### src/design/closest_joint_solution_select_assert.svh
// closest_joint_solution_select_assert.svh: assertion macros for the selector
// expects clk_i and rst_ni in the scope where a macro is used
`ifndef CLOSEST_JOINT_SOLUTION_SELECT_ASSERT_SVH
`define CLOSEST_JOINT_SOLUTION_SELECT_ASSERT_SVH

// same-cycle implication, checked outside reset
`define CJSS_ASSERT_IMP(label, ante, cons, msg) \
  label: assert property (@(posedge clk_i) disable iff (!rst_ni) (ante) |-> (cons)) \
    else $error(msg);

// next-cycle implication, checked outside reset
`define CJSS_ASSERT_NXT(label, ante, cons, msg) \
  label: assert property (@(posedge clk_i) disable iff (!rst_ni) (ante) |=> (cons)) \
    else $error(msg);

`endif

### src/design/cjss_pkg.sv
// cjss_pkg: constants, types and helper functions of the joint solution selector
// used by every module and interface; depends on nothing
`default_nettype none

package cjss_pkg;

  localparam int JOINTS      = 6;
  localparam int ANGLE_WIDTH = 16;
  localparam int FRAC_BITS   = 12;
  localparam int LIMIT_W     = 15;
  localparam int WEIGHT_W    = 10;
  localparam int COST_W      = 37;
  localparam int CFG_W       = 15;
  localparam int CFG_IDX_W   = 1;

  // arithmetic widths
  localparam int DIFF_W  = ANGLE_WIDTH + 1;
  localparam int MAG_W   = (DIFF_W > 20) ? 20 : DIFF_W;
  localparam int SQ_W    = 2 * MAG_W;
  localparam int PEN_W   = WEIGHT_W + 2 * FRAC_BITS;
  localparam int TERM_W  = ((SQ_W > PEN_W) ? SQ_W : PEN_W) + 1;
  localparam int SUM_W   = TERM_W + 3;
  localparam int CMP_W   = ((ANGLE_WIDTH > LIMIT_W) ? ANGLE_WIDTH : LIMIT_W) + 1;

  localparam logic [LIMIT_W-1:0]  LIMIT_RESET  = LIMIT_W'(12868);
  localparam logic [WEIGHT_W-1:0] WEIGHT_RESET = WEIGHT_W'(100);
  localparam logic [COST_W-1:0]   COST_ONES    = '1;
  localparam logic [COST_W-1:0]   COST_TOP     = {{(COST_W-1){1'b1}}, 1'b0};
  localparam logic [63:0]         DIFF_CLAMP   = 64'h0000_0000_0008_0000;

  typedef enum logic [0:0] {
    OP_LOAD_REF = 1'b0,
    OP_ROW      = 1'b1
  } op_e;

  typedef enum logic [CFG_IDX_W-1:0] {
    REG_ANGLE_LIMIT    = 1'b0,
    REG_PENALTY_WEIGHT = 1'b1
  } cfg_reg_e;

  typedef logic signed [ANGLE_WIDTH-1:0] angle_t;
  typedef angle_t [JOINTS-1:0]           angle_vec_t;
  typedef logic [MAG_W-1:0]              mag_t;
  typedef logic [SQ_W-1:0]               sq_t;
  typedef sq_t [JOINTS-1:0]              sq_vec_t;
  typedef logic [COST_W-1:0]             cost_t;

  typedef struct packed {
    op_e                          operation;
    logic signed [ANGLE_WIDTH-1:0] angle_0;
    logic signed [ANGLE_WIDTH-1:0] angle_1;
    logic signed [ANGLE_WIDTH-1:0] angle_2;
    logic signed [ANGLE_WIDTH-1:0] angle_3;
    logic signed [ANGLE_WIDTH-1:0] angle_4;
    logic signed [ANGLE_WIDTH-1:0] angle_5;
    logic                         row_valid;
    logic                         last_row;
  } in_item_t;

  typedef struct packed {
    logic                         found;
    logic signed [ANGLE_WIDTH-1:0] best_0;
    logic signed [ANGLE_WIDTH-1:0] best_1;
    logic signed [ANGLE_WIDTH-1:0] best_2;
    logic signed [ANGLE_WIDTH-1:0] best_3;
    logic signed [ANGLE_WIDTH-1:0] best_4;
    logic signed [ANGLE_WIDTH-1:0] best_5;
    logic [COST_W-1:0]            best_cost;
  } out_item_t;

  // control flags that follow a row down the pipeline
  typedef struct packed {
    logic vld;
    logic row_valid;
    logic last;
  } stage_ctrl_t;

  function automatic angle_vec_t pack_angles(input in_item_t it);
    angle_vec_t v;
    v[0] = it.angle_0;
    v[1] = it.angle_1;
    v[2] = it.angle_2;
    v[3] = it.angle_3;
    v[4] = it.angle_4;
    v[5] = it.angle_5;
    return v;
  endfunction

  function automatic out_item_t make_result(input logic found, input angle_vec_t best,
                                            input cost_t cost);
    out_item_t r;
    r.found     = found;
    r.best_0    = best[0];
    r.best_1    = best[1];
    r.best_2    = best[2];
    r.best_3    = best[3];
    r.best_4    = best[4];
    r.best_5    = best[5];
    r.best_cost = cost;
    return r;
  endfunction

  // larger differences only matter through saturation, so cap the magnitude
  function automatic mag_t clamp_mag(input logic [DIFF_W-1:0] m);
    logic [63:0] w;
    w = 64'(m);
    if (w > DIFF_CLAMP) begin
      w = DIFF_CLAMP;
    end
    return w[MAG_W-1:0];
  endfunction

endpackage

`default_nettype wire

### src/design/cjss_if.sv
// cjss_in_if / cjss_out_if: valid-ready channels of the joint solution selector
// depends on cjss_pkg for the payload types
`default_nettype none

interface cjss_in_if;
  logic                valid;
  logic                ready;
  cjss_pkg::in_item_t  data;

  modport source (output valid, output data, input ready);
  modport sink (input valid, input data, output ready);
endinterface

interface cjss_out_if;
  logic                valid;
  logic                ready;
  cjss_pkg::out_item_t data;

  modport source (output valid, output data, input ready);
  modport sink (input valid, input data, output ready);
endinterface

`default_nettype wire

### src/design/closest_joint_solution_select.sv
// closest_joint_solution_select: picks the candidate joint row nearest a reference
// uses cjss_pkg, cjss_if, cjss_lane, cjss_merge, cjss_select and the assert macros
//
// Usage:
//   in_i carries items: operation OP_LOAD_REF stores six reference angles and
//   gives no result; operation OP_ROW scores one candidate row. A row with
//   last_row set closes the group and, after it passes the lane and merge stages
//   into the result register, out_o shows one result (found flag, best angles,
//   best cost). One item is taken every cycle while in_i.ready is high; six lanes
//   square the joint differences in parallel, one merge stage adds them, and only
//   the running-minimum compare in the select stage carries from row to row.
//   When out_o is stalled the pipeline keeps taking rows while it has empty
//   stages; a closing row waits in the merge stage until the result register
//   is free, and in_i.ready drops once every stage holds a row.
//   Reset sets angle_limit to pi in Q4.12 and penalty_weight to 100, clears the
//   reference to zero and empties the group (cost all ones, found low).
//   Configuration is written through cfg_we_i / cfg_idx_i / cfg_data_i while idle.
`default_nettype none

`include "closest_joint_solution_select_assert.svh"

module closest_joint_solution_select (
  input  wire logic                             clk_i,
  input  wire logic                             rst_ni,
  input  wire logic                             cfg_we_i,
  input  wire logic [cjss_pkg::CFG_IDX_W-1:0]   cfg_idx_i,
  input  wire logic [cjss_pkg::CFG_W-1:0]       cfg_data_i,
  cjss_in_if.sink                               in_i,
  cjss_out_if.source                            out_o
);

  logic [cjss_pkg::LIMIT_W-1:0]  limit_q;
  logic [cjss_pkg::WEIGHT_W-1:0] weight_q;
  cjss_pkg::angle_vec_t          ref_q, in_angles;
  logic                          accept;

  cjss_pkg::stage_ctrl_t s1_ctrl_d, s1_ctrl_q, s2_ctrl_d, s2_ctrl_q;
  cjss_pkg::angle_vec_t  s1_angles_q, s2_angles_q;
  logic                  s1_free, s2_free, s2_take;

  cjss_pkg::sq_vec_t             lane_sq;
  logic [cjss_pkg::JOINTS-1:0]   lane_pen;
  cjss_pkg::cost_t               s2_cost;

  // configuration
  always_ff @(posedge clk_i or negedge rst_ni) begin
    if (!rst_ni) begin
      limit_q  <= cjss_pkg::LIMIT_RESET;
      weight_q <= cjss_pkg::WEIGHT_RESET;
    end else if (cfg_we_i) begin
      unique case (cjss_pkg::cfg_reg_e'(cfg_idx_i))
        cjss_pkg::REG_ANGLE_LIMIT:    limit_q  <= cfg_data_i[cjss_pkg::LIMIT_W-1:0];
        cjss_pkg::REG_PENALTY_WEIGHT: weight_q <= cfg_data_i[cjss_pkg::WEIGHT_W-1:0];
        default: ;
      endcase
    end
  end

  assign in_angles = cjss_pkg::pack_angles(in_i.data);
  assign accept    = in_i.valid && in_i.ready;

  always_ff @(posedge clk_i or negedge rst_ni) begin
    if (!rst_ni) begin
      ref_q <= '0;
    end else if (accept && (in_i.data.operation == cjss_pkg::OP_LOAD_REF)) begin
      ref_q <= in_angles;
    end
  end

  // pipeline flow: a stage loads when empty or when its row moves on
  always_comb begin
    s2_free = !s2_ctrl_q.vld || s2_take;
    s1_free = !s1_ctrl_q.vld || s2_free;

    s1_ctrl_d = s1_ctrl_q;
    if (s1_free) begin
      s1_ctrl_d.vld       = accept && (in_i.data.operation == cjss_pkg::OP_ROW);
      s1_ctrl_d.row_valid = in_i.data.row_valid;
      s1_ctrl_d.last      = in_i.data.last_row;
    end

    s2_ctrl_d = s2_free ? s1_ctrl_q : s2_ctrl_q;
  end

  assign in_i.ready = s1_free;

  always_ff @(posedge clk_i or negedge rst_ni) begin
    if (!rst_ni) begin
      s1_ctrl_q <= '0;
      s2_ctrl_q <= '0;
    end else begin
      s1_ctrl_q <= s1_ctrl_d;
      s2_ctrl_q <= s2_ctrl_d;
    end
  end

  always_ff @(posedge clk_i) begin
    if (s1_free) begin
      s1_angles_q <= in_angles;
    end
    if (s2_free) begin
      s2_angles_q <= s1_angles_q;
    end
  end

  for (genvar j = 0; j < cjss_pkg::JOINTS; j++) begin : g_lane
    cjss_lane u_lane (
      .clk_i   (clk_i),
      .en_i    (s1_free),
      .angle_i (in_angles[j]),
      .ref_i   (ref_q[j]),
      .limit_i (limit_q),
      .sq_o    (lane_sq[j]),
      .pen_o   (lane_pen[j])
    );
  end

  cjss_merge u_merge (
    .clk_i    (clk_i),
    .en_i     (s2_free),
    .sq_i     (lane_sq),
    .pen_i    (lane_pen),
    .weight_i (weight_q),
    .cost_o   (s2_cost)
  );

  cjss_select u_select (
    .clk_i       (clk_i),
    .rst_ni      (rst_ni),
    .ctrl_i      (s2_ctrl_q),
    .cost_i      (s2_cost),
    .angles_i    (s2_angles_q),
    .out_ready_i (out_o.ready),
    .take_o      (s2_take),
    .out_valid_o (out_o.valid),
    .out_data_o  (out_o.data)
  );

  `CJSS_ASSERT_IMP(a_none_cost, out_o.valid && !out_o.data.found,
                   out_o.data.best_cost == cjss_pkg::COST_ONES,
                   "empty group result without all-ones cost")
  `CJSS_ASSERT_IMP(a_found_cost, out_o.valid && out_o.data.found,
                   out_o.data.best_cost != cjss_pkg::COST_ONES,
                   "found result carries reserved cost")
  `CJSS_ASSERT_NXT(a_emit, s2_ctrl_q.vld && s2_ctrl_q.last && s2_take, out_o.valid,
                   "closing row gave no result")
  `CJSS_ASSERT_IMP(a_empty_ready, !s1_ctrl_q.vld, in_i.ready,
                   "empty first stage refuses an item")

endmodule

`default_nettype wire

### src/design/cjss_lane.sv
// cjss_lane: one joint of a row, squared distance to the reference and range check
// depends on cjss_pkg
`default_nettype none

module cjss_lane (
  input  wire logic                            clk_i,
  input  wire logic                            en_i,
  input  wire cjss_pkg::angle_t                angle_i,
  input  wire cjss_pkg::angle_t                ref_i,
  input  wire logic [cjss_pkg::LIMIT_W-1:0]    limit_i,
  output cjss_pkg::sq_t                        sq_o,
  output logic                                 pen_o
);

  logic signed [cjss_pkg::DIFF_W-1:0] diff;
  logic [cjss_pkg::DIFF_W-1:0]        mag;
  cjss_pkg::mag_t                     mag_c;
  cjss_pkg::sq_t                      sq_d, sq_q;
  logic signed [cjss_pkg::CMP_W-1:0]  a_ext, lim_ext;
  logic                               pen_d, pen_q;

  always_comb begin
    diff  = cjss_pkg::DIFF_W'(angle_i) - cjss_pkg::DIFF_W'(ref_i);
    mag   = diff[cjss_pkg::DIFF_W-1] ? cjss_pkg::DIFF_W'(-diff) : cjss_pkg::DIFF_W'(diff);
    mag_c = cjss_pkg::clamp_mag(mag);
    sq_d  = cjss_pkg::SQ_W'(mag_c) * cjss_pkg::SQ_W'(mag_c);

    a_ext   = cjss_pkg::CMP_W'(angle_i);
    lim_ext = $signed(cjss_pkg::CMP_W'(limit_i));
    pen_d   = (a_ext > lim_ext) || (a_ext < -lim_ext);
  end

  always_ff @(posedge clk_i) begin
    if (en_i) begin
      sq_q  <= sq_d;
      pen_q <= pen_d;
    end
  end

  assign sq_o  = sq_q;
  assign pen_o = pen_q;

endmodule

`default_nettype wire

### src/design/cjss_merge.sv
// cjss_merge: adds the lane squares and penalties of a row into its clamped cost
// depends on cjss_pkg
`default_nettype none

module cjss_merge (
  input  wire logic                            clk_i,
  input  wire logic                            en_i,
  input  wire cjss_pkg::sq_vec_t               sq_i,
  input  wire logic [cjss_pkg::JOINTS-1:0]     pen_i,
  input  wire logic [cjss_pkg::WEIGHT_W-1:0]   weight_i,
  output cjss_pkg::cost_t                      cost_o
);

  logic [cjss_pkg::TERM_W-1:0] pen_val;
  logic [cjss_pkg::TERM_W-1:0] term [cjss_pkg::JOINTS];
  logic [cjss_pkg::SUM_W-1:0]  sum;
  cjss_pkg::cost_t             cost_d, cost_q;

  always_comb begin
    // penalty is whole units, so shift into the 24 fraction bits of the cost
    pen_val = cjss_pkg::TERM_W'(weight_i) << (2 * cjss_pkg::FRAC_BITS);
    sum     = '0;
    for (int j = 0; j < cjss_pkg::JOINTS; j++) begin
      term[j] = cjss_pkg::TERM_W'(sq_i[j]) + (pen_i[j] ? pen_val : '0);
      sum     = sum + cjss_pkg::SUM_W'(term[j]);
    end
    // all-ones stays reserved for an empty group
    if (sum > cjss_pkg::SUM_W'(cjss_pkg::COST_TOP)) begin
      cost_d = cjss_pkg::COST_TOP;
    end else begin
      cost_d = sum[cjss_pkg::COST_W-1:0];
    end
  end

  always_ff @(posedge clk_i) begin
    if (en_i) begin
      cost_q <= cost_d;
    end
  end

  assign cost_o = cost_q;

endmodule

`default_nettype wire

### src/design/cjss_select.sv
// cjss_select: running minimum over a group of rows and the result register
// depends on cjss_pkg
`default_nettype none

module cjss_select (
  input  wire logic                  clk_i,
  input  wire logic                  rst_ni,
  input  wire cjss_pkg::stage_ctrl_t ctrl_i,
  input  wire cjss_pkg::cost_t       cost_i,
  input  wire cjss_pkg::angle_vec_t  angles_i,
  input  wire logic                  out_ready_i,
  output logic                       take_o,
  output logic                       out_valid_o,
  output cjss_pkg::out_item_t        out_data_o
);

  cjss_pkg::cost_t     min_d, min_q, min_n;
  cjss_pkg::angle_vec_t best_d, best_q, best_n;
  logic                seen_d, seen_q, seen_n;
  logic                better, fire, close;
  logic                out_valid_d, out_valid_q;
  cjss_pkg::out_item_t out_data_q;

  always_comb begin
    // a closing row needs room in the result register
    take_o = !ctrl_i.last || !out_valid_q || out_ready_i;
    fire   = ctrl_i.vld && take_o;
    close  = fire && ctrl_i.last;

    // strict compare keeps the first row on a tie
    better = ctrl_i.row_valid && (cost_i < min_q);
    min_n  = better ? cost_i : min_q;
    best_n = better ? angles_i : best_q;
    seen_n = seen_q | ctrl_i.row_valid;

    min_d  = min_q;
    best_d = best_q;
    seen_d = seen_q;
    if (close) begin
      min_d  = cjss_pkg::COST_ONES;
      best_d = '0;
      seen_d = 1'b0;
    end else if (fire) begin
      min_d  = min_n;
      best_d = best_n;
      seen_d = seen_n;
    end

    if (close) begin
      out_valid_d = 1'b1;
    end else if (out_ready_i) begin
      out_valid_d = 1'b0;
    end else begin
      out_valid_d = out_valid_q;
    end
  end

  always_ff @(posedge clk_i or negedge rst_ni) begin
    if (!rst_ni) begin
      min_q       <= cjss_pkg::COST_ONES;
      best_q      <= '0;
      seen_q      <= 1'b0;
      out_valid_q <= 1'b0;
    end else begin
      min_q       <= min_d;
      best_q      <= best_d;
      seen_q      <= seen_d;
      out_valid_q <= out_valid_d;
    end
  end

  always_ff @(posedge clk_i) begin
    if (close) begin
      out_data_q <= cjss_pkg::make_result(seen_n, best_n, min_n);
    end
  end

  assign out_valid_o = out_valid_q;
  assign out_data_o  = out_data_q;

endmodule

`default_nettype wire

### src/flat_wrapper.sv
// flat-port wrapper written by rule: the top's interface ports become plain ports
module closest_joint_solution_select_flat 
  (clk_i, rst_ni, cfg_we_i, cfg_idx_i, cfg_data_i, in_i_valid, in_i_data, in_i_ready, out_o_valid, out_o_data, out_o_ready);
  cjss_in_if in_i_i ();
  cjss_out_if out_o_i ();
  input  wire logic clk_i;
  input  wire logic rst_ni;
  input  wire logic cfg_we_i;
  input  wire logic [cjss_pkg::CFG_IDX_W-1:0] cfg_idx_i;
  input  wire logic [cjss_pkg::CFG_W-1:0] cfg_data_i;
  input wire logic [$bits(in_i_i.valid)-1:0] in_i_valid;
  input wire logic [$bits(in_i_i.data)-1:0] in_i_data;
  output wire logic [$bits(in_i_i.ready)-1:0] in_i_ready;
  output wire logic [$bits(out_o_i.valid)-1:0] out_o_valid;
  output wire logic [$bits(out_o_i.data)-1:0] out_o_data;
  input wire logic [$bits(out_o_i.ready)-1:0] out_o_ready;
  assign in_i_i.valid = in_i_valid;
  assign in_i_i.data = in_i_data;
  assign in_i_ready = in_i_i.ready;
  assign out_o_valid = out_o_i.valid;
  assign out_o_data = out_o_i.data;
  assign out_o_i.ready = out_o_ready;
  closest_joint_solution_select u_core (.clk_i(clk_i), .rst_ni(rst_ni), .cfg_we_i(cfg_we_i), .cfg_idx_i(cfg_idx_i), .cfg_data_i(cfg_data_i), .in_i(in_i_i), .out_o(out_o_i));
endmodule
### config.mk
export PLATFORM = sky130hd
export DESIGN_NAME = closest_joint_solution_select_flat
export DESIGN_NICKNAME = d
export VERILOG_FILES = /design/src/design/cjss_pkg.sv /design/src/design/cjss_if.sv /design/src/design/closest_joint_solution_select.sv /design/src/design/cjss_lane.sv /design/src/design/cjss_merge.sv /design/src/design/cjss_select.sv /design/src/flat_wrapper.sv
export VERILOG_INCLUDE_DIRS = /design/src /design/src/design
export SDC_FILE = /design/constraint.sdc
export NUM_CORES = 2
export LEC_CHECK = 0
export BUFFER_PORTS_ARGS = -buffer_cell sky130_fd_sc_hd__buf_2
export CAP_MARGIN = 20
export CORE_ASPECT_RATIO = 1.75
export CORE_UTILIZATION = 60
export DETAILED_ROUTE_END_ITERATION = 7
export HOLD_SLACK_MARGIN = 0.1
export PLACE_DENSITY = 0.75
export SYNTH_ARGS = -nofsm -noshare
export SYNTH_HDL_FRONTEND = slang
export SYNTH_SLANG_ARGS = --single-unit
### constraint.sdc
create_clock -name clk_i -period 30.4 [get_ports clk_i]
set_input_delay 0 -clock clk_i [delete_from_list [all_inputs] [get_ports clk_i]]
set_output_delay 0 -clock clk_i [all_outputs]
set_load 0.02 [all_outputs]
Word-level counts from Yosys, hierarchy flattened
Cells that the tools add are included.

Input port bits: 120. Output and inout bits: 136. Logic and storage cells: 149. Register bits: 835.

Multipliers: 6. Add/sub/neg operators: 24. Reductions and logical operators: 24. Mux-type cells: 22. $lt $le $gt $ge: 14. Bitwise operators: 3.

Operators with widths (number): 96-bit two-way mux (3); 34-bit by 34-bit adder with 35-bit output (6); 17-bit by 17-bit multiplier with 34-bit output (6); 34-bit two-way mux (6); 37-bit two-way mux (3); 16-bit by 17-bit less-than comparator with 1-bit output (6); 17-bit two-way mux (6); 17-bit negation (6); 16-bit by 16-bit subtractor with 17-bit output (6); 16-bit > comparator (6); 38-bit by 35-bit adder with 38-bit output (2); 37-bit by 35-bit adder with 38-bit output (1); 38-bit by 37-bit > comparator with 1-bit output (second input constant) (1); 36-bit by 35-bit adder with 37-bit output (1); 37-bit less-than comparator (1); 35-bit by 35-bit adder with 36-bit output (1); 15-bit negation with 17-bit output (1); 1-bit logical OR (10); 1-bit logical AND (6); 1-bit zero test (4); 1-bit two-way mux (4); 2-bit AND reduction (2); 2-bit nonzero test (2); 1-bit NOT (2); 1-bit OR (1).

Longest topological paths before layout
Depth after elaboration: 8. Depth in mapped cells: 39. Mapped depth without buffers: 36.

Modules after synthesis
Synthesis repeated with hierarchy kept, for this count alone.

Cell total of the unflattened synthesis: 10050. Area, all modules: 101169.5 um2.

By module, submodules not included: cjss_lane (u_core.g_lane[1].u_lane ...) (seq. area each 1021.0 um2, cells an instance 1316, area an instance 11682.5 um2, instances 2); cjss_lane (u_core.g_lane[5].u_lane) (seq. area each 1021.0 um2, cells an instance 1286, area an instance 11405.9 um2, instances 1); cjss_select (seq. area each 7448.4 um2, cells an instance 722, area an instance 11347.1 um2, instances 1); cjss_lane (u_core.g_lane[3].u_lane) (seq. area each 1021.0 um2, cells an instance 1264, area an instance 11310.8 um2, instances 1); cjss_lane (u_core.g_lane[4].u_lane) (seq. area each 1021.0 um2, cells an instance 1262, area an instance 11292.1 um2, instances 1); cjss_lane (u_core.g_lane[0].u_lane) (seq. area each 1021.0 um2, cells an instance 1252, area an instance 11250.8 um2, instances 1); closest_joint_solution_select (seq. area each 8953.6 um2, cells an instance 470, area an instance 10670.2 um2, instances 1); cjss_merge (seq. area each 1111.1 um2, cells an instance 1162, area an instance 10527.6 um2, instances 1).

Worst setup path before layout
Ideal clock, no wire load.

Path type: reg-to-reg. Start point: register u_core.u_select.out_valid_q (netlist: u_core.u_select.out_valid_o). End point: register u_core.ref_q[49] (netlist bit). Stages on the path, launching flop included: 10. Buffers on the path: 3. Data arrival time: 12913 ps. Required time: 30270 ps. Clock period less this slack: 13043 ps. Slack: 17357 ps. Setup time: 130 ps. Cell sequence: dfrtp_1 nand4b_1 inv_1 nand2_1 and3b_1 clkbuf_1 clkbuf_1 clkbuf_1 nand2_1 o21ai_0.

Word-level cells in the longest chain between the ends: 7.

RTL lines: from (decl) (RTL line cjss_select.sv:21) `logic out_valid_d, out_valid_q;`; from (signal assigned) (RTL line cjss_select.sv:68) `out_valid_q <= out_valid_d;`; 1-bit zero test (RTL line cjss_select.sv:26) `take_o = !ctrl_i.last || !out_valid_q || out_ready_i;`; 1-bit logical OR (2 in a row) (RTL line cjss_select.sv:26); 1-bit logical OR (RTL line closest_joint_solution_select.sv:72) `s2_free = !s2_ctrl_q.vld || s2_take;`; via u_core.s2_free (RTL line closest_joint_solution_select.sv:39) `logic s1_free, s2_free, s2_take;`; 1-bit logical OR (RTL line closest_joint_solution_select.sv:73) `s1_free = !s1_ctrl_q.vld || s2_free;`; via in_i_ready (RTL line flat_wrapper.sv:13) `output wire logic [$bits(in_i_i.ready)-1:0] in_i_ready;`; 1-bit logical AND (RTL line closest_joint_solution_select.sv:60) `assign accept = in_i.valid && in_i.ready;`; 1-bit logical AND (RTL line closest_joint_solution_select.sv:65) `end else if (accept && (in_i.data.operation == cjss_pkg::OP_LOAD_REF)) begin`; to (signal assigned) (RTL line closest_joint_solution_select.sv:66) `ref_q <= in_angles;`; to (decl) (RTL line closest_joint_solution_select.sv:34) `cjss_pkg::angle_vec_t ref_q, in_angles;`.

The timed path passes the listed nets, and every way through them passes these cells. A chain may end at the register's enable or synchronous reset.

Final worst setup path
Start point: register u_core.ref_q[48] (netlist bit). End point: register u_core.g_lane[3].u_lane.sq_q[33], data pin.

Word-level cells in the longest chain between the ends: 4.

RTL lines: 16-bit by 16-bit subtractor with 17-bit output * (RTL line cjss_lane.sv:23) `diff = cjss_pkg::DIFF_W'(angle_i) - cjss_pkg::DIFF_W'(ref_i);`; 17-bit negation (RTL line cjss_lane.sv:24) `mag = diff[cjss_pkg::DIFF_W-1] ? cjss_pkg::DIFF_W'(-diff) : cjss_pkg::DIFF_W'(diff);`; 17-bit two-way mux * (RTL line cjss_lane.sv:24); 17-bit by 17-bit multiplier with 34-bit output * (RTL line cjss_lane.sv:26) `sq_d = cjss_pkg::SQ_W'(mag_c) * cjss_pkg::SQ_W'(mag_c);`; via u_core.g_lane[3].u_lane.sq_d[33] (RTL line cjss_lane.sv:18) `cjss_pkg::sq_t sq_d, sq_q;`; to (signal assigned) (RTL line cjss_lane.sv:35) `sq_q <= sq_d;`; to (decl) (RTL line cjss_lane.sv:18).

The timed path passes the listed nets; every way through them passes the cells marked *.

==> impl_results.md <==
- Primary FF master, synth: edfxtp_1
- Slowest stage delay, CP: about 650 ps
- Root Buffer: clkbuf_16
- Setup TNS Final: 0 ps
- Die span in x: between 300 and 400 µm
- Clock sink count: 829
- Cell Rows: 195
- Global-route wire length before repair: 446 mm
- Synth top area cells: fa_1, edfxtp_1, ha_1
- Worst Path Required: around 30000 ps
- Post-Layout Cell Count: between 10000 and 15000
- Pin count of the biggest net entering global routing: 171
- DP Wirelength: 235 mm
- Most used cell, CP: fa_1
- Via count: 72825
- Post-synth EDFFs: about 570
- Yosys top cell area share: between 20% and 30%
- GRT Residual Overflow: 0
- Clock Path Buffers: 3
- Period utilisation layout: 35.5%
- Initial antenna violation count: 12
- Starting Density: ~60%
- Synthesis-to-finish area growth: 8.22%
- Critical Path AT: about 11000 ps
- Finished Core Util: between 60% and 70%
- Total Die Area: about 160000 µm²
- Die H: ~530 µm
- Ports: approximately 260
- # port buffers: about 260
- CTS tree: built
- Final hold vios: 0
- Max-slew violations: 0
- Final nets: 12694
- Drt wl/cell: approximately 24 µm
- H-tree depth: 3
- Placer Congestion: roughly 1
- Final ANT Viol Nets: 0
- Max-cap violations: 0
- Slew HR: about an eighth
- Post-Syn Area: 97300 µm²
- Detailed Route Iter0 Violations: approximately 5500
- Worst Tran Pin Value: 1310 ps
- Crit-path max FO: 18
- Clk_skew: between 40 and 50 ps
- Hold Crit Class: input pin to flop
- PostCTS Resize Cnt: 0
- Post-synth ARST share: a little under a third
- Vias in the first global route: roughly 80000
- Slowest library cell on the worst path: xor2_1
- Fin area: between 100000 and 150000 µm²
- Worst setup SP type: flop
- Mapped Avg Cell Area: between 9 and 10 µm²
- Max Clk Rate: between 0.09 and 0.1 GHz
- TritonCTS buffer count: between 70 and 80
- Placed Cells: 12043
- Clk slew on worst S/H paths: approximately 70 ps
- GRT Util Overall: a little over a third
- Drt total wl: 290 mm
- R2R setup slack: 19600 ps
- Status: finished, final reports clean
- CP Capture Type: flop
- Critical path class: flop to flop
- DP Area: a little over 100000 µm²
- DR pass1 iterations: 6
- Core area: approximately 160000 µm²
- Final setup vio count: 0
- Synth area leader: fa_1
- Seq/Total Area, Yosys: roughly 24%
- Via-to-Cell Ratio: between 5 and 6
- Syn. warnings: 0
- Clock latency on the worst-skew pair: approximately 700 ps
- RSZ-0062 raised after global routing: no
- Post-Synthesis Cells: a little under 10000
- Number of synthesized register bits: 829
- Min Tclk post-route: ~11000 ps
- Synth cell types: about 120
- Share of cells above drive strength 1: a little under 8%
- DR DRC count: 0
worst max-delay path, delay by kind of cell, from the launching register on:
kind,cells,cell delay [ps]
simple gates,5,1560
compound gates,12,3720
buf+inv,4,640
fa+ha+maj,9,3460
xor+xnor,2,760
flops,1,380
final timing paths:
check,startpoint,to,cells past startpoint
setup / recovery,u_core.ref_q[48],u_core.g_lane[3].u_lane.sq_o[33],32
hold / removal,in_i_data[34],u_core.s1_angles_q[48],2
setup reg to reg,u_core.ref_q[48],u_core.g_lane[3].u_lane.sq_o[33],32
hold reg to reg,u_core.s1_angles_q[14],u_core.s2_angles_q[14],0
max in group asynchronous,rst_ni,u_core.ref_q[50],5
min in group asynchronous,rst_ni,u_core.ref_q[46],4
logic make-up after synthesis:
family	Yosys count	synth area share [%]
XOR/XNOR	395	3.63
buffers and inverters	2372	9.24
AO/OA/AOI/OAI	1332	9.05
other	2	0.00772
adder cells (fa/ha/maj)	2377	41.0
AND/OR/NAND/NOR	2324	10.9
multiplexers	168	1.93
flip-flops	829	24.3
registers in the layout, summed over array words and instances, names as in the netlist, 15 cells and up:
name and flops:
u_core.g_lane.u_lane.sq_o 198, u_core.limit_q 15, u_core.ref_q 96, u_core.s1_angles_q 96
u_core.s2_angles_q 96, u_core.u_merge.cost_o 37, u_core.u_select.best_q 96, u_core.u_select.min_q 37
u_core.u_select.out_data_o 134
layer usage:
layer / GRT usage (%) / share of wire, %
met1: 38.9 / 34
met3: 5.37 / 6.6
met4: 26.1 / 8.8
met2: 64.4 / 51
met5: 0 / 0.016
layout by cell type (no fill, tap or decap), types with 83 or more instances in the layout:
| master | count |
|---|---|
| mux2_2 | 157 |
| fa_1 | 1344 |
| ha_1 | 1033 |
| nor3_1 | 88 |
| xor2_1 | 128 |
| buf_2 | 254 |
| inv_1 | 2080 |
| xnor2_1 | 258 |
| edfxtp_1 | 567 |
| o22ai_1 | 97 |
| buf_4 | 109 |
| nor2_1 | 678 |
| a21o_1 | 161 |
| dlygate4sd3_1 | 142 |
| a21oi_1 | 274 |
| dfrtp_1 | 217 |
| o21ai_0 | 284 |
| nand2_1 | 944 |
| nand3_1 | 83 |
| o21a_1 | 90 |
final cells by class:
class,count,area [µm²]
Fill cell,12705,55800
Timing Repair Buffer,510,3610
Antenna cell,7,17.5
Multi-Input combinational cell,6672,65000
Sequential cell,829,23600
Clock buffer,93,1960
Tap cell,2068,2590
Clock inverter,43,517
Inverter,2109,7920
per-stage QoR:
| stage | hold WS (ps) | setup slack, ps |
|---|---|---|
| after detailed placement | 96.5 | 19830 |
| after global placement | 96.8 | 19660 |
| after CTS | 110 | 19800 |
| final | 161 | 19600 |
| after global routing | 160 | 19040 |
| after floorplan | -296 | 17360 |
synth_stat cells, types with 77 or more instances:
library cell and count:
mux2_2 157, nor2_1 678, ha_1 1033, nand2_1 945, xor2_1 129, o21a_1 90, inv_1 2081, o21ai_0 284
clkbuf_1 198, nor3_1 88, a21oi_1 276, a21o_1 162, edfxtp_1 567, xnor2_1 258, nand3_1 84, dfrtp_1 217
nor2b_1 77, fa_1 1344, o22ai_1 97
repair_timing:
item	CTS	global route
setup buffers	0	0
hold buffers	144	0
endpoints found under the hold margin	316	0
Power is not shown: default switching activity piles up to over one toggle a cycle in this logic, so the estimate is an artifact.
